**src/hw/rtl/mmd_ram.sv**
```systemverilog
// Generic simple dual-port RAM: one write port, one read port, registered read.
// No dependencies.
module mmd_ram #(
	parameter int unsigned WIDTH = 8,
	parameter int unsigned DEPTH = 256
) (
	input  logic                     clk,
	input  logic                     we,
	input  logic [$clog2(DEPTH)-1:0] waddr,
	input  logic [WIDTH-1:0]         wdata,
	input  logic [$clog2(DEPTH)-1:0] raddr,
	output logic [WIDTH-1:0]         rdata
);

	logic [WIDTH-1:0] mem [DEPTH];

	always_ff @(posedge clk) begin
		if (we) begin
			mem[waddr] <= wdata;
		end
		rdata <= mem[raddr];
	end

endmodule

```
**config.mk**
```make
export PLATFORM = sky130hd
export DESIGN_NAME = mmd_ram
export DESIGN_NICKNAME = d
export VERILOG_FILES = /design/src/hw/rtl/mmd_ram.sv
export SDC_FILE = /design/constraint.sdc
export NUM_CORES = 2
export LEC_CHECK = 0
export BUFFER_PORTS_ARGS = -buffer_cell sky130_fd_sc_hd__buf_2
export CAP_MARGIN = 5
export CELL_PAD_IN_SITES_DETAIL_PLACEMENT = 0
export CELL_PAD_IN_SITES_GLOBAL_PLACEMENT = 1
export CORE_MARGIN = 2
export CORE_UTILIZATION = 25
export CTS_BUF_LIST = sky130_fd_sc_hd__clkbuf_8
export DETAILED_ROUTE_END_ITERATION = 16
export PLACE_DENSITY_LB_ADDON = 0.1
export SLEW_MARGIN = 15
export SYNTH_ARGS = -nofsm -noshare
export SYNTH_HDL_FRONTEND = slang
export SYNTH_SLANG_ARGS = --single-unit
```
**constraint.sdc**
```tcl
create_clock -name clk -period 2.7 [get_ports clk]
set_input_delay 0.135 -clock clk [delete_from_list [all_inputs] [get_ports clk]]
set_output_delay 0.135 -clock clk [all_outputs]
set_load 0.01 [all_outputs]
```
# Word level (Yosys, flattened, before mapping)
# Memories as Yosys holds them, arrays and structs flattened. A register that Yosys moved wholly into a read port is not among the register bits.
# Cells that the tools add are included.
# totals
mem_bits_rw	2048
regBits	0
input_bits	26
elab_cells	3
mem_count	1
# classes
n_mux	2
# memory_table
name	words	word_bits	rd	rd_clocked_by_memory_dff	wr	line	text
mem	256	8	1	1	1	15	logic [WIDTH-1:0] mem [DEPTH];
# ops
op	count
1-bit 2-to-1 mux	2

# Longest topological paths before layout
# logic_depth
ltp_word	2
ltp_mapped	11

# Worst setup path after synthesis
# No wires, ideal clock.
# synth_timing
path_type	input to register
startpoint	in raddr[0]
endpoint	reg rdata[2], read port of mem
cell_stages	9
path_buffers	4
slack_ns	0.627
t_arrival_ns	1.942
path_cell_list	buf_6 -> buf_12 -> buf_8 -> buf_2 -> mux4_2 -> a22oi_1 -> a21oi_1 -> nor4_1 -> nor4_2
# synth_rtl
item	line	text
start, declared	11	input logic [$clog2(DEPTH)-1:0] raddr,
end, declared	12	output logic [WIDTH-1:0] rdata

==> out/qor.txt <==
RUN STATUS
---------------------------------------------------------------------------------
Result of the run .................................................. finished, final reports clean

CRITICAL PATH
---------------------------------------------------------------------------------
Startpoint of the worst setup timing path ..........................   mem[81][5]
Worst setup path category .......................................... flop to flop
Startpoint types ...................................................         flop
Worst path required time ...........................................      3620 ps
Type of element capturing the critical path ........................         flop
Arrival time reported for the critical path endpoint ...............      3560 ps
Startpoint of the worst-slack reg-to-reg timing path ...............   mem[81][5]
Max FO, Critical Path ..............................................            1

FLOORPLAN
---------------------------------------------------------------------------------
Die boundary height ................................................       568 um
# IOs ..............................................................           34
DIE WIDTH ..........................................................       568 um
Initial Util .......................................................        0.251
Core region area ...................................................  317000 um^2
Die area ...........................................................  323000 um^2
Cell Rows ..........................................................          207

LOGIC SYNTHESIS
---------------------------------------------------------------------------------
Top-count cell post-synth .......................................... sky130_fd_sc_hd__edfxtp_1
Flops & latches, synth .............................................         2056
Synthesized instance count .........................................         3733
Library cells used by synthesis ....................................           55
Most common flop cell mapped by yosys .............................. sky130_fd_sc_hd__edfxtp_1
Most frequent cells after synthesis ................................ sky130_fd_sc_hd__edfxtp_1 (2048), sky130_fd_sc_hd__mux4_2 (454), sky130_fd_sc_hd__nor2_1 (282), sky130_fd_sc_hd__mux2i_1 (134), sky130_fd_sc_hd__a22oi_1 (133)
Area fraction of the dominant cell type after synthesis ............        0.773
EDFF count, synth ..................................................         2048
Yosys warning total ................................................            0
Cell area after technology mapping .................................   79600 um^2
Async SR Flop Fraction .............................................            0
Register area share after synthesis ................................        0.775
Average size of a mapped cell ......................................    21.3 um^2
Top cells by area in the synthesized netlist ....................... sky130_fd_sc_hd__edfxtp_1 (77%), sky130_fd_sc_hd__mux4_2 (13%), sky130_fd_sc_hd__mux2i_1 (1.7%)
Dominant cell type by area after synthesis ......................... sky130_fd_sc_hd__edfxtp_1
Net count of the mapped netlist ....................................         3759

STA
---------------------------------------------------------------------------------
Total of endpoints with negative setup slack in the final report ...            0
Fin Setup TNS ......................................................         0 ps
Skew final .........................................................      63.5 ps
Final Hold Viols ...................................................            0
Final cycle utilization of the critical path .......................        0.980
Final critical path time including I/O delays and setup ............      2650 ps
RSZ-0062 raised after global routing ...............................        false
Worst-Margin Slew ..................................................      1100 ps
Relative slew slack ................................................        0.266
Final count of pins violating max slew .............................            0
Fmax ...............................................................      378 MHz

WORST HOLD PATH
---------------------------------------------------------------------------------
HP Start ...........................................................     raddr[5]
Hold crit path type ................................................ input pin to flop

CTS
---------------------------------------------------------------------------------
CTS tree ...........................................................         done
CTS HTree Levels ...................................................            5
Max Root-Sink Buffers ..............................................            4
Root Buffer ........................................................ sky130_fd_sc_hd__clkbuf_8
Clk sink count .....................................................         2056
Clock slew seen by the registers of the worst setup and hold paths .        50 ps
TritonCTS buffer count .............................................          378
Clock Latency Late Sink ............................................      1050 ps

GLOBAL ROUTING
---------------------------------------------------------------------------------
Pin count of the biggest net entering global routing ...............          100
Wire length of the first global-routing pass .......................       360 mm
Initial antenna violation count ....................................           32
Number of global-route vias before repair ..........................        43300
Overflow left after global routing .................................            0
Overall track demand over capacity in global routing ...............        0.160

PWR
---------------------------------------------------------------------------------
Post-layout total power ............................................      66.6 mW
Power Density ......................................................  685 nW/um^2
Static power due to leakage ........................................      31.4 nW
Worst voltage drop across the vdd grid .............................     0.396 mV

DETAILED ROUTING
---------------------------------------------------------------------------------
Post-DR vias/cell ..................................................         4.52
Iteration-0 DRC Markers ............................................         3555
Routed len/inst ....................................................      28.6 um
Number of vias after detailed routing ..............................        41200
Drt total wl .......................................................       261 mm
Detailed-route DRC error count .....................................            0
Count of antenna-violating nets left after detailed routing ........            0
Number of iterations in the first detailed-routing pass ............            5

FINISH
---------------------------------------------------------------------------------
Nets@finish ........................................................         4657
Layout cell share with drive strength beyond 1 .....................        0.341
Cell area after layout .............................................   97100 um^2
Layout area overhead ...............................................        22.1%

PLACED DESIGN
---------------------------------------------------------------------------------
Routability congestion estimate from global placement ..............        0.751
PortBufs ...........................................................           33
Dpl cell area ......................................................   90100 um^2
Final HPWL DP ......................................................       168 mm

JOB
---------------------------------------------------------------------------------
Number of max-cap violations .......................................            0

-- per-stage QoR --
step / utilization / setup slack [ps] / std cells / hold WS [ps]
floorplan: - / 627 / 3733 / 234
global route: 0.306 / 27.0 / 9115 / 90.1
global placement: 0.284 / -1820 / 8408 / 605
detailed placement: 0.284 / -922 / 8413 / 613
finish: 0.306 / 52.8 / 9127 / 131
CTS: 0.306 / 93.7 / 9108 / 22.6
-- worst paths after layout --
path,to,slack [ps],depth (start not counted)
hold reg to reg,rdata[3],1060,5
setup reg to reg,rdata[5],50,7
setup / recovery,rdata[5],50,7
hold / removal,rdata[3],130,5
-- per-layer routing --
layer / vias up / track usage / wire length, um
li1: 17600 / - / -
met1: 22100 / 0.225 / 120000
met2: 1050 / 0.256 / 123000
met3: 403 / 0.0211 / 11400
met4: 0 / 0.0461 / 6780
met5: - / 0 / 0
-- report_power, final --
| group | internal, mW | switching (mW) |
|---|---|---|
| Sequential | 35.2 | 0.0769 |
| Combinational | 1.54 | 2.49 |
| Clock | 13.7 | 13.6 |
| Total | 50.5 | 16.1 |
-- kinds of logic after synthesis --
group	count (synthesis)	synth area share
buffers and inverters	235	0.0183
multiplexers	591	0.146
AO/OA/AOI/OAI	385	0.0342
AND/OR/NAND/NOR	466	0.0263
flip-flops	2056	0.775
-- placed cells by master, fill, tap and decap left out, types with 13 or more instances in the layout --
cell type	count
sky130_fd_sc_hd__a211oi_1	14
sky130_fd_sc_hd__a21oi_1	96
sky130_fd_sc_hd__a221oi_1	13
sky130_fd_sc_hd__a22oi_1	133
sky130_fd_sc_hd__buf_12	89
sky130_fd_sc_hd__buf_2	21
sky130_fd_sc_hd__buf_4	611
sky130_fd_sc_hd__clkbuf_8	385
sky130_fd_sc_hd__clkinv_1	98
sky130_fd_sc_hd__clkinv_2	30
sky130_fd_sc_hd__diode_2	19
sky130_fd_sc_hd__dlygate4sd3_1	18
sky130_fd_sc_hd__edfxtp_1	2048
sky130_fd_sc_hd__inv_1	132
sky130_fd_sc_hd__mux2i_1	134
sky130_fd_sc_hd__mux4_2	454
sky130_fd_sc_hd__nand2_1	32
sky130_fd_sc_hd__nand3_1	25
sky130_fd_sc_hd__nor2_1	279
sky130_fd_sc_hd__nor2b_1	28
sky130_fd_sc_hd__nor3_1	21
sky130_fd_sc_hd__nor4_1	17
sky130_fd_sc_hd__o221ai_1	46
sky130_fd_sc_hd__o22ai_1	28
-- flip-flops by register name, indices dropped and copies added (netlist names) --
signal and cells:
mem 2048, rdata 8
-- timing repair --
| action | CTS | global route |
|---|---|---|
| setup buffers | 0 | 0 |
| resized for setup | 5 | 1 |
| hold buffers | 18 | 0 |
| setup endpoints to repair | 4 | 1 |
| endpoints found under the hold margin | 2927 | 0 |
-- layout make-up --
| type | instances | area (um^2) |
|---|---|---|
| tap | 4180 | 5230 |
| clock buffer | 385 | 5300 |
| inverter | 2 | 7.51 |
| antenna | 19 | 47.5 |
| sequential | 2056 | 61700 |
| multi-input combinational | 1442 | 16600 |
| clock inverter | 292 | 1470 |
| timing repair buffer | 751 | 6830 |
| fill | 30800 | 220000 |
-- critical path: stages, from the launching register on --
cell and delay (ps):
sky130_fd_sc_hd__edfxtp_1 390, sky130_fd_sc_hd__mux4_2 470, sky130_fd_sc_hd__a22o_1 300, sky130_fd_sc_hd__a221oi_1 630, sky130_fd_sc_hd__o32ai_1 300, sky130_fd_sc_hd__nor3_1 210, sky130_fd_sc_hd__buf_4 160, sky130_fd_sc_hd__nor4_1 50
(Power assumes the default switching activity.)
