==> src/hw/rtl/mmd_pkg.sv <==
// Shared types and constants for the management mailbox block.
// No dependencies; imported by mmd_image and mgmt_mailbox_dpram.
package mmd_pkg;

	localparam int unsigned MBX_BYTES = 16384;
	localparam int unsigned MBX_AW    = $clog2(MBX_BYTES);

	typedef logic [MBX_AW-1:0] mbx_addr_t;
	typedef logic [7:0]        byte_t;
	typedef logic [2:0]        ncpu_t;

	// one byte of the status image: hit says whether the image owns the address
	typedef struct packed {
		logic  hit;
		byte_t data;
	} img_t;

	// command block bytes
	localparam mbx_addr_t A_LEN   = 14'h00f9;
	localparam mbx_addr_t A_QLO   = 14'h00fa;
	localparam mbx_addr_t A_QHI   = 14'h00fb;
	localparam mbx_addr_t A_STAT  = 14'h00fc;
	localparam mbx_addr_t A_MIRR  = 14'h00fd;
	localparam mbx_addr_t A_OPC   = 14'h00fe;
	localparam mbx_addr_t A_CMD   = 14'h00ff;
	localparam mbx_addr_t A_FRU_SRC = 14'h3500;

	// processor start slots
	localparam mbx_addr_t A_START1 = 14'h3428;
	localparam mbx_addr_t A_START2 = 14'h3438;
	localparam mbx_addr_t A_START3 = 14'h3448;

	// opcodes
	localparam byte_t OP_NOP      = 8'h00;
	localparam byte_t OP_FRU_WR   = 8'h01;
	localparam byte_t OP_NOP2     = 8'h02;
	localparam byte_t OP_REFRESH  = 8'h03;
	localparam byte_t OP_NOP_F0   = 8'hf0;

	// status codes
	localparam byte_t STS_OK      = 8'h00;
	localparam byte_t STS_BAD_IDX = 8'h80;
	localparam byte_t STS_BAD_OP  = 8'h81;

	// configuration register indexes
	localparam logic [1:0] CFG_CPU_COUNT = 2'd0;
	localparam logic [1:0] CFG_CLK_MHZ   = 2'd1;
	localparam logic [1:0] CFG_STAMP     = 2'd2;

endpackage

==> src/hw/rtl/mmd_image.sv <==
// Status image lookup: for one mailbox address, whether the reset image owns
// the byte and its value. Depends on mmd_pkg.
module mmd_image (
	input  mmd_pkg::mbx_addr_t addr,
	input  mmd_pkg::ncpu_t     ncpu,
	input  logic [15:0]        clk_mhz,
	input  logic [47:0]        stamp,
	output mmd_pkg::img_t      img
);
	import mmd_pkg::*;

	localparam byte_t HEAD_IMG [11] = '{
		8'h01, 8'h80, 8'h01, 8'h01, 8'h01, 8'h01, 8'h01, 8'h01, 8'hdd, 8'h01, 8'hff
	};
	// three supply records of nine bytes, first byte numbered per supply
	localparam byte_t PSU_IMG [27] = '{
		8'hf4, 8'h45, 8'h51, 8'h37, 8'h8b, 8'h6b, 8'h49, 8'h4b, 8'h00,
		8'hf5, 8'h45, 8'h51, 8'h37, 8'h8b, 8'h6b, 8'h49, 8'h4b, 8'h00,
		8'hf6, 8'h45, 8'h51, 8'h37, 8'h8b, 8'h6b, 8'h49, 8'h4b, 8'h00
	};
	localparam byte_t I2C_IMG [4] = '{8'h0e, 8'h0c, 8'h08, 8'h00};
	// firmware version strings at 0x3000 and 0x3009
	localparam byte_t ROM_IMG [16] = '{
		8'h56, 8'h32, 8'h2e, 8'h32, 8'h32, 8'h47, 8'h00, 8'h00,
		8'h00, 8'h56, 8'h31, 8'h30, 8'h56, 8'h31, 8'h30, 8'h00
	};
	localparam logic [15:0] ROM_HIT = 16'h7e7f;

	byte_t      off;
	logic [1:0] cpu_slot;
	logic [2:0] start_slot;
	logic [4:0] psu_idx;
	logic [1:0] i2c_idx;

	assign off        = addr[7:0];
	assign cpu_slot   = 2'(off - 8'h93);
	assign start_slot = addr[6:4] - 3'd1;
	assign psu_idx    = 5'(off - 8'hdb);
	assign i2c_idx    = 2'(ncpu - 3'd1);

	always_comb begin
		img = '0;
		if (addr[13:8] == 6'h00) begin
			priority if (off <= 8'h0a) begin
				img.hit = 1'b1; img.data = HEAD_IMG[off[3:0]];
			end else if (off == 8'h0b) begin
				img.hit = 1'b1; img.data = clk_mhz[7:0];
			end else if (off == 8'h0c) begin
				img.hit = 1'b1; img.data = clk_mhz[15:8];
			end else if (off >= 8'h10 && off <= 8'h15) begin
				img.hit = 1'b1;
				unique case (off[2:0])
					3'd0: img.data = stamp[7:0];
					3'd1: img.data = stamp[15:8];
					3'd2: img.data = stamp[23:16];
					3'd3: img.data = stamp[31:24];
					3'd4: img.data = stamp[39:32];
					3'd5: img.data = stamp[47:40];
					default: img.data = '0;
				endcase
			end else if (off == 8'h16) begin
				img.hit = 1'b1; img.data = 8'h00;
			end else if (off == 8'h1e) begin
				img.hit = 1'b1; img.data = 8'h80;
			end else if (off == 8'h1f) begin
				img.hit = 1'b1; img.data = 8'h08;
			end else if (off == 8'h90) begin
				img.hit = 1'b1; img.data = 8'hff;
			end else if (off == 8'h91) begin
				img.hit = 1'b1; img.data = 8'h00;
			end else if (off == 8'h92) begin
				img.hit = 1'b1; img.data = 8'h07;
			end else if (off >= 8'h93 && off <= 8'h96) begin
				// one presence byte per processor, absent ones keep their contents
				img.hit  = ({1'b0, cpu_slot} < ncpu);
				img.data = 8'h40;
			end else if (off >= 8'h97 && off <= 8'h99) begin
				img.hit = 1'b1; img.data = 8'h40;
			end else if (off >= 8'h9a && off <= 8'h9f) begin
				img.hit = 1'b1; img.data = 8'h8b;
			end else if (off == 8'haf) begin
				img.hit = 1'b1; img.data = I2C_IMG[i2c_idx];
			end else if (off >= 8'ha0 && off <= 8'hb2) begin
				img.hit = 1'b1; img.data = 8'h00;
			end else if (off == 8'hba) begin
				img.hit = 1'b1; img.data = 8'hba;
			end else if (off == 8'hbd) begin
				img.hit = 1'b1; img.data = 8'h07;
			end else if (off >= 8'hbb && off <= 8'hbf) begin
				img.hit = 1'b1; img.data = 8'h00;
			end else if (off == 8'hd9) begin
				img.hit = 1'b1; img.data = 8'h00;
			end else if (off == 8'hda) begin
				img.hit = 1'b1; img.data = 8'haa;
			end else if (off >= 8'hdb && off <= 8'hf5) begin
				img.hit = 1'b1; img.data = PSU_IMG[psu_idx];
			end else if (off >= 8'hf9 && off <= 8'hfc) begin
				img.hit = 1'b1; img.data = 8'h00;
			end else if (off == 8'hfd || off == 8'hff) begin
				img.hit = 1'b1; img.data = 8'h01;
			end else begin
				img.hit = 1'b0;
			end
		end else if (addr >= 14'h2900 && addr <= 14'h2dff) begin
			img.hit = 1'b1; img.data = 8'h00;
		end else if (addr[13:4] == 10'h300) begin
			img.hit  = ROM_HIT[addr[3:0]];
			img.data = ROM_IMG[addr[3:0]];
		end else if (addr == 14'h3400 || addr == 14'h3401) begin
			img.hit = 1'b1; img.data = 8'h08;
		end else if (addr == 14'h3402) begin
			img.hit = 1'b1; img.data = 8'h00;
		end else if (addr[13:8] == 6'h34 && addr[3:0] == 4'h8 &&
			addr[7:4] >= 4'h1 && addr[7:4] <= 4'h4) begin
			// start slot marker for each present processor
			img.hit  = (start_slot < ncpu);
			img.data = 8'hff;
		end else if (addr[13:5] == 9'h1a5) begin
			img.hit = 1'b1; img.data = {3'b000, addr[4:0]};
		end
	end

endmodule

==> config.mk <==
export PLATFORM = sky130hd
export DESIGN_NAME = mmd_image
export DESIGN_NICKNAME = d
export VERILOG_FILES = /design/src/hw/rtl/mmd_pkg.sv /design/src/hw/rtl/mmd_image.sv
export SDC_FILE = /design/constraint.sdc
export NUM_CORES = 1
export LEC_CHECK = 0
export ABC_AREA = 1
export BUFFER_PORTS_ARGS = -buffer_cell sky130_fd_sc_hd__buf_2
export CAP_MARGIN = 20
export CORE_ASPECT_RATIO = 0.9
export CORE_MARGIN = 5
export CORE_UTILIZATION = 50
export DETAILED_ROUTE_END_ITERATION = 8
export MAX_ROUTING_LAYER = met4
export PLACE_DENSITY_LB_ADDON = 0.12
export SLEW_MARGIN = 40
export SYNTH_ARGS = -nofsm -noshare
export SYNTH_HDL_FRONTEND = slang
export SYNTH_SLANG_ARGS = --single-unit
==> constraint.sdc <==
create_clock -name vclk -period 3
set_input_delay 0.15 -clock vclk [all_inputs]
set_output_delay 0.15 -clock vclk [all_outputs]
set_load 0.03 [all_outputs]
After elaboration in Yosys (flattened, before gate mapping):

Memory sizes are Yosys's and may differ from the RTL's.
Index checks and enable logic that the tools add are counted.
Widths: inputs -> output; s select.

* output and inout bits: 9
* bits in registers: 0
* memories: 4
* ROM bits: 528

* equality and inequality tests: 27
* reduce and logical (&&, ||, !) cells: 16
* $lt $le $gt $ge: 27
* $add $sub $neg: 4
* muxes and demuxes: 42
* bitwise operators: 3

Memories
* (name not given): words 32, width 8, read ports 1, clocked after Yosys merged registers in 0, wr ports 0, line mmd_image.sv:96 `img.hit = 1'b1; img.data = PSU_IMG[psu_idx];`
* (name not given): words 16, width 8, read ports 1, clocked after Yosys merged registers in 0, wr ports 0, line mmd_image.sv:108 `img.data = ROM_IMG[addr[3:0]];`
* (name not given): words 16, width 8, read ports 1, clocked after Yosys merged registers in 0, wr ports 0, line mmd_image.sv:45 `img.hit = 1'b1; img.data = HEAD_IMG[off[3:0]];`
* (name not given): words 16, width 1, read ports 1, clocked after Yosys merged registers in 0, wr ports 0, line mmd_image.sv:107 `img.hit = ROM_HIT[addr[3:0]];`

Operators with widths (count)
* $mux 9: 29
* $eq 8x8->1 const B: 10
* $mux 8: 8
* $ge 8x8->1 const B: 7
* $le 8x8->1 const B: 7
* $pmux 8 s6: 1
* $eq 14x14->1 const B: 3
* $eq 8x5->1 const B: 3
* $bmux 8 s2: 1
* $eq 8x4->1 const B: 2
* $ge 14x14->1 const B: 1
* $le 14x14->1 const B: 1
* $logic_and 1x1->1: 12
* $eq 10x10->1 const B: 1
* $eq 9x9->1 const B: 1
* $ge 8x5->1 const B: 1
* $le 8x4->1 const B: 1
* $le 8x5->1 const B: 1
* $eq 3x2->1 const B: 2
* $eq 3x3->1 const B: 2
* $eq 6x6->1 const B: 1
* $ge 6x6->1 const B: 1
* $logic_not 6->1: 1
* $not 5->6: 1
* 18 further kinds: 21

Logic depth before layout (Yosys ltp):

Gate-level depths: netlist of the first run.

* depth after elaboration: 27
* mapped depth: 26
* depth with buffers taken out: 25

Least setup slack after synthesis of the first run:

Ideal clock, no wire load.

* kind: in2out
* start: in addr[2]
* end: out img[1] (netlist name)
* path slack: 620 ps
* arrival: 2230 ps
* path buffers: 3
* stages on the path: 26
* cell sequence: inv_2 > buf_6 > buf_2 > ha_1 > clkbuf_1 > nand2_1 > nand2_1 > nand3_1 > nand2_1 > nand2_1 > nand3_2 > nand2_1 > nand2_1 > nand2_1 > nand2_1 > nand2_1 > nand2_1 > nand2_1 > nand2_1 > nand3_1 > nand2_1 > nand2_1 > nand2_1 > nand2_1 > nand2_1 > nand2_1

RTL lines
* start, declared: line mmd_image.sv:4 `input mmd_pkg::mbx_addr_t addr,`
* end, declared: line mmd_image.sv:8 `output mmd_pkg::img_t img`

==> results of run 1 <==
==> metal layers <==
layer  share of wire (%)  global-route usage (%)
met1                  44                   45.87
met2                  41                   47.52
met3                  12                   4.850
met4                 3.2                   8.589
met5                   0                       -
==> stage by stage <==
stage               cell area [um^2]  std cells  hold slack (ns)  setup WS (ns)
global placement                3298        674           0.7435         0.1641
CTS                             3298        674           0.7546         0.1093
global route                    3331        674           0.7772        0.03127
finish                          3331        674           0.7530         0.2263
floorplan                       2705        512           0.5806         0.6200
detailed placement              3298        674           0.7542         0.1238
==> layout by cell type (no fill, tap or decap), drive strengths merged, types with 7 or more instances in the layout <==
cell type  instances
buf              107
o211ai             7
nand3             58
a32o               8
nor2              65
a21oi             30
ha                21
nand2            157
inv               63
nand4              7
o21ai             41
==> power breakdown <==
part	internal (mW)	leakage (nW)	switching [mW]
registers	0	0	0
logic	0.158	1.78	0.274
clock network	0	0	0
==> kinds of logic (layout without fill, tap and decap cells) <==
kind of cell	after synthesis	count (layout)
buffers and inverters	79	174
AOI/OAI and AO/OA	106	106
xor gates and xnor gates	3	3
and+or+nand+nor	303	303
adders and majority gates	21	21
==> worst max path at each step <==
stage	to	slack (ns)	cells past startpoint
after floorplan	img[1]	0.62	26
after global placement	img[2]	0.16	23
after detailed placement	img[2]	0.12	23
after CTS	img[2]	0.11	23
after global routing	img[1]	0.03	27
final	img[2]	0.23	23
==> timing repair <==
item                                    in CTS  in global routing
gates resized for setup                      0                 11
endpoints found under the setup margin       0                  6
hold endpoints to repair                     0                  0
==> layout make-up <==
| cell class | count | area [um^2] |
|---|---|---|
| multi-input cells | 433 | 2397 |
| fillers | 550 | 1924 |
| inverters | 66 | 249.0 |
| repair buffers | 108 | 600.6 |
| well taps | 67 | 83.83 |
==> flow_metrics.tcl, run 1 <==
set metrics [dict create \
    drt_iter0_markers 498 \
    drtPass1Iterations 6 \
    hold_path.class "in -> out" \
    critPathLaunchType "input pin" \
    grt_pass1_wl_mm 17.74 \
    grt_pass1_vias 3690 \
    synthAdderAreaFrac_pct 9.713 \
    antenna_cells 0 \
    critPathKind "in -> out" \
    pin_count 90 \
    period_needed_ns 2.774 \
    core_area_mm2 0.005255 \
    die_area_mm2 0.006983 \
    gpl.final_weighted_congestion 1.111 \
    rsz0062_at_grt "false" \
    grt_overflow 0 \
    min_to "img[8]" \
    dieWidth_um 87.53 \
    cts_hold_buf 0 \
    synth-xor-area-share_pct 1.526 \
    synth.area.top_cells "nand2_1 (21%), nand3_1 (10%), ha_1 (9.7%), inv_1 (8.0%), nor2_1 (7.8%)" \
    syn_area_per_cell_um2 5.283 \
    dr_total_vias 4015 \
    startpoint "addr[1]" \
    via_per_inst 5.957 \
    critPathArrivalTime_ns 2.62 \
    drv_cap 0 \
    wire_per_inst_um 16.65 \
    leakagePower_nw 1.783 \
    ys_seq_area_share_pct 0 \
    synthCells 512 \
    ir_drop_mv 0.1081 \
    antenna_found_initial 0 \
    start_util_pct 51.48 \
    nClkBuffers 0 \
    cpPeakStageDelay_ns 0.30 \
    holdPathStages 4 \
    synth_top_family_by_area "simple AND/OR/NAND/NOR gates" \
    slowest_stage "ha_2" \
    drc 0 \
    crit_family "simple AND/OR/NAND/NOR gates" \
    numPortBuffers 90 \
    drt-total-wl_mm 11.22 \
    cp_max_fo 10 \
    post_cts_buffers 0 \
    hold_path_startpoint "addr[13]" \
    seq_cell_count 0 \
    finalCritPeriodShare_pct 92.46 \
    synth_compound_area_share_pct 25.81 \
    grt_usage_pct 32.37 \
    tightestPinTransition_ns 0.5465 \
    nNetsFinal 711 \
    yosysMostFrequentCell "nand2_1" \
    hold_violations 0 \
    seqCellArea_um2 0 \
    synth_top_area_share_pct 21.23 \
    fmax_mhz 360.5 \
    syn_area_mm2 0.002705 \
    yosys.area_share.simple_pct 50.93 \
    tns_ns 0 \
    area_growth_pct 23.13 \
    muxShareOfSynthArea_pct 0 \
    setup_violations 0 \
    total_power_mw 0.4318 \
    synth_cell_types 50 \
    synthTopCellsByCount "nand2_1 (153), inv_1 (58), nor2_1 (56)" \
    row_count 25 \
    dp_hpwl_mm 9.290 \
    antenna_left 0 \
    chipHeight_um 79.78 \
    cp_num_buf_inv 4 \
    path_cells "buf_4, inv_1, ha_2, inv_1, nor2_4, nand2_1, nor2_2, nor2_1, nand2_1, nor2_2, nand3_1, nand3_1, nand3_1, nand2_1, nand2_1, nand3_1, nand2_1, nand2_1, nand2_1, nand2_1, nand2_1, nand2_1, buf_2" \
    pwr_density_cell_mw_per_mm2 129.7 \
    yosysWarnings 0 \
    drive_gt1_share_pct 24.55 \
    critPathCaptureType "primary output" \
    crit_required_ns 2.85 \
    crit_path_frequent_cell "nand2_1" \
    status "completed" \
    utilization_pct 63.38 \
    relSlewSlack_pct 63.43 \
    grt_max_degree 20 \
    synth.largest_area_cell "nand2_1" \
    syn-num-nets 614 \
    drv_slew 0 \
]
Power figures use the tool's default switching activity.
==> run 2: changes to the inputs <==
Settings changed: CELL_PAD_IN_SITES_DETAIL_PLACEMENT from default to 1, CELL_PAD_IN_SITES_GLOBAL_PLACEMENT from default to 2, CORE_UTILIZATION 50 to 25, PLACE_DENSITY_LB_ADDON 0.12 to 0.1.
==> run 2 against run 1 <==
Compared with the run above: first-iteration DRC count down 54%; critical path depth fell by 4; global-route usage down 11 points; setup slack got worse by 0.053 ns; utilization shrank 29 points; highest routed layer unchanged; final cell count rose by 14%; combinational power rose by 9.3%; flip-flop and latch count unchanged; worst hold slack gained 0.0016 ns; sequential share of layout area did not move.
==> flow_metrics.tcl, run 2 (synthesis gave the netlist of run 1 again) <==
set metrics [dict create \
    hold_path.class "in -> out" \
    pwr_density_cell_mw_per_mm2 129.2 \
    cts_hold_buf 0 \
    antenna_found_initial 0 \
    dr_total_vias 3895 \
    status "completed" \
    ir_drop_mv 0.06056 \
    critPathKind "in -> out" \
    nFillCells 1482 \
    tns_ns 0 \
    drt-total-wl_mm 13.83 \
    drc 0 \
    drv_cap 0 \
    core_area_mm2 0.01072 \
    final_cell_mix "nand2_1 (153), buf_2 (89), inv_1 (57), nand3_1 (55), nor2_1 (54)" \
    multiInputGateArea_mm2 0.002396 \
    grt_pass1_vias 3970 \
    hold_slack_ns 0.7545 \
    critPathCaptureType "primary output" \
    area_growth_pct 34.92 \
    nNetsFinal 741 \
    drt_iter0_markers 229 \
    fmax_mhz 353.8 \
    setup_violations 0 \
    gpl.final_weighted_congestion 0.9014 \
    grt_usage_pct 21.27 \
    period_needed_ns 2.827 \
    die_area_mm2 0.01300 \
    hold_violations 0 \
    drive_gt1_share_pct 28.26 \
    layout_commonest_cell "nand2_1" \
    antenna_cells 0 \
    numPortBuffers 90 \
    drtPass1Iterations 5 \
    seqCellArea_um2 0 \
    pin_count 90 \
    seq_cell_count 0 \
    antenna_left 0 \
    finalCritPeriodShare_pct 94.22 \
    cpPeakStageDelay_ns 0.30 \
    dp_hpwl_mm 11.92 \
    leakagePower_nw 1.935 \
    critPathLaunchType "input pin" \
    cp_max_fo 10 \
    start_util_pct 25.23 \
    row_count 36 \
    grt_pass1_wl_mm 21.46 \
    grt_max_degree 20 \
    critPathArrivalTime_ns 2.68 \
    crit_path_frequent_cell "nand2_1" \
    grt_overflow 0 \
    relSlewSlack_pct 58.65 \
    nClkBuffers 0 \
    drv_slew 0 \
    via_per_inst 5.058 \
    wire_per_inst_um 17.97 \
    slowest_stage "ha_1" \
    dieWidth_um 119.6 \
    path_cells "buf_2, ha_1, inv_1, ha_1, buf_4, nand2_1, nor2_1, o21ai_0, nand3_1, o21ai_0, nand2_1, a21oi_1, a21oi_1, nand2_1, o21ai_1, a21oi_1, o21ai_1, nand2_1, buf_2" \
    chipHeight_um 108.7 \
    rsz0062_at_grt "false" \
    tightestPinTransition_ns 0.6138 \
    crit_required_ns 2.85 \
]
run 2: changes by cell type in the layout (fill, tap and decap cells not counted), moves of 2 or more:
cell / delta
buf_12: +2
buf_2: +2
buf_4: +28
buf_6: -2
ha_1: +2
run 2: power breakdown:
part | internal [mW] | leakage, nW | total [mW] | switching (mW)
Sequential | 0 | 0 | 0 | 0
Clock | 0 | 0 | 0 | 0
Combinational | 0.182 | 1.94 | 0.472 | 0.290
Total | 0.182 | 1.94 | 0.472 | 0.290
run 2: through the flow:
stage                     worst slack, ns  power, mW  utilization [%]  cell area, um^2  std cells
final                              0.1734     0.4715            34.05             3650        770
after global routing              0.01145     0.5234            34.05             3650        770
after CTS                          0.1533     0.4686            33.87             3631        770
after detailed placement           0.1642     0.4655            33.87             3631        770
after global placement             0.1667     0.4640            33.87             3631        770
after floorplan                    0.6200     0.2565                -             2705        512
run 2: area by class of cell:
| cell class | instances | share of cell area, % |
|---|---|---|
| well taps | 133 | 4.559 |
| multi-input cells | 433 | 65.65 |
| inverters | 66 | 6.822 |
| repair buffers | 138 | 22.97 |
run 2: path summary, 6_finish.rpt:
check / startpoint / to / slack [ns] / cells after the start
setup / recovery: addr[0] / img[4] / 0.17 / 19
hold / removal: addr[13] / img[8] / 0.75 / 4
run 2: layer usage:
layer | GRT usage (%) | wire length [um] | up-vias | share of wire, %
met5 | - | 0 | - | 0
met4 | 1.063 | 105 | 0 | 0.76
met3 | 1.037 | 621 | 7 | 4.5
met2 | 36.05 | 6495 | 96 | 47
li1 | - | - | 1968 | -
met1 | 29.74 | 6611 | 1824 | 48
run 2: critical path: cells and delay by family:
family / cells / cell delay [ns]
buffers and inverters: 4 / 0.63
AOI/OAI and AO/OA: 7 / 0.89
adders and majority gates: 2 / 0.50
and+or+nand+nor: 6 / 0.51
run 2: timing repair:
action | 4_1_cts | 5_1_grt
setup buffers | 0 | 0
endpoints found under the hold margin | 0 | 0
resized for setup | 0 | 6
setup endpoints to repair | 0 | 4
==> run 3: changes to the inputs <==
Settings changed: PLACE_DENSITY_LB_ADDON 0.1 to 0.15.
==> run 3 against run 2 <==
Compared with the run above: via count is 1.9% higher; non-clock buffer count fell by 8; cell area fell by 1.7%; final cell count down 1.0%; flip-flop and latch count unchanged; utilization down 0.58 points; wire length rose by 1.1%; setup slack worse by 0.053 ns; combinational power down 2%; largest cell class unchanged.
==> flow_metrics.tcl, run 3 (synthesis gave the netlist of run 1 again) <==
set metrics [dict create \
    status "completed" \
    row_count 36 \
    antenna_found_initial 0 \
    setup_violations 0 \
    dr_total_vias 3970 \
    hold_slack_ns 0.7694 \
    critPathArrivalTime_ns 2.73 \
    via_per_inst 5.210 \
    die_area_mm2 0.01300 \
    dp_hpwl_mm 12.02 \
    grt_max_degree 17 \
    tightestPinTransition_ns 0.4616 \
    pwr_density_cell_mw_per_mm2 129.4 \
    dieWidth_um 119.6 \
    chipHeight_um 108.7 \
    area_growth_pct 32.61 \
    grt_overflow 0 \
    wire_per_inst_um 18.36 \
    drt-total-wl_mm 13.99 \
    critPathLaunchType "input pin" \
    ir_drop_mv 0.07452 \
    nClkBuffers 0 \
    hold_path.class "in -> out" \
    gpl.final_weighted_congestion 0.9831 \
    start_util_pct 25.23 \
    seqCellArea_um2 0 \
    drive_gt1_share_pct 27.50 \
    leakagePower_nw 1.885 \
    seq_cell_count 0 \
    crit_required_ns 2.85 \
    drt_iter0_markers 177 \
    drtPass1Iterations 5 \
    numPortBuffers 90 \
    cts_hold_buf 0 \
    layout_commonest_cell "nand2_1" \
    critPathKind "in -> out" \
    drv_cap 0 \
    total_power_mw 0.4640 \
    tns_ns 0 \
    pin_count 90 \
    period_needed_ns 2.880 \
    hold_violations 0 \
    relSlewSlack_pct 69.22 \
    grt_pass1_vias 4118 \
    antenna_left 0 \
    drv_slew 0 \
    fmax_mhz 347.2 \
    dp_cells 760 \
    final_cell_mix "nand2_1 (153), buf_2 (89), inv_1 (56), nor2_1 (55), nand3_1 (55)" \
    grt_usage_pct 21.63 \
    cp_max_fo 10 \
    grt_pass1_wl_mm 22.00 \
    finalCritPeriodShare_pct 96.00 \
    antenna_cells 0 \
    drc 0 \
    critPathCaptureType "primary output" \
    nNetsFinal 733 \
    core_area_mm2 0.01072 \
    final_cells 762 \
]
-- run 3: cell type report --
cell class	instances	area, um^2
inverter	66	252.7
fill	1521	7133
timing repair buffer	130	753.2
multi-input combinational	433	2415
tap	133	166.4
-- run 3: worst max-delay path: stages --
cell	delay (ns)
clkbuf_4	0.17
ha_1	0.31
o21ai_4	0.34
xor2_2	0.34
nand2_1	0.11
nand3_2	0.09
nand2_1	0.05
nand2_1	0.07
nand2_1	0.06
nand2_1	0.08
nand2_1	0.06
nand2_1	0.07
nand2_1	0.07
nand2_1	0.07
nand3_1	0.08
nand2_1	0.11
nand2_1	0.06
nand2_1	0.07
nand2_1	0.04
nand2_1	0.06
nand2_1	0.06
buf_2	0.19
-- run 3: timing repair --
action	in CTS	in global routing
resized for setup	0	8
setup endpoints to repair	0	7
setup buffers	0	2
-- run 3: metrics by stage --
| step | cell area [um^2] | worst slack [ns] | util [%] |
|---|---|---|---|
| floorplan | 2705 | 0.6200 | - |
| global placement | 3531 | 0.1498 | 32.94 |
| detailed placement | 3531 | 0.1573 | 32.94 |
| CTS | 3531 | 0.1419 | 32.94 |
| global route | 3587 | -0.02999 | 33.46 |
| finish | 3587 | 0.1200 | 33.46 |
-- run 3: final timing paths --
kind | startpoint | endpoint | depth (start not counted)
worst min-delay path | addr[13] | img[8] | 4
worst max-delay path | addr[1] | img[1] | 22
-- run 3: where the power goes --
| part | switching, mW | internal [mW] | leakage [nW] |
|---|---|---|---|
| Combinational | 0.290 | 0.174 | 1.89 |
| Clock | 0 | 0 | 0 |
| Sequential | 0 | 0 | 0 |
-- run 3: layer usage --
| layer | vias up | global-route usage, % | share of wire (%) |
|---|---|---|---|
| met3 | 14 | 1.815 | 5.3 |
| met4 | 0 | 2.535 | 1.1 |
| met5 | - | - | 0 |
| li1 | 1959 | - | - |
| met1 | 1869 | 30.51 | 49 |
| met2 | 128 | 35.00 | 45 |
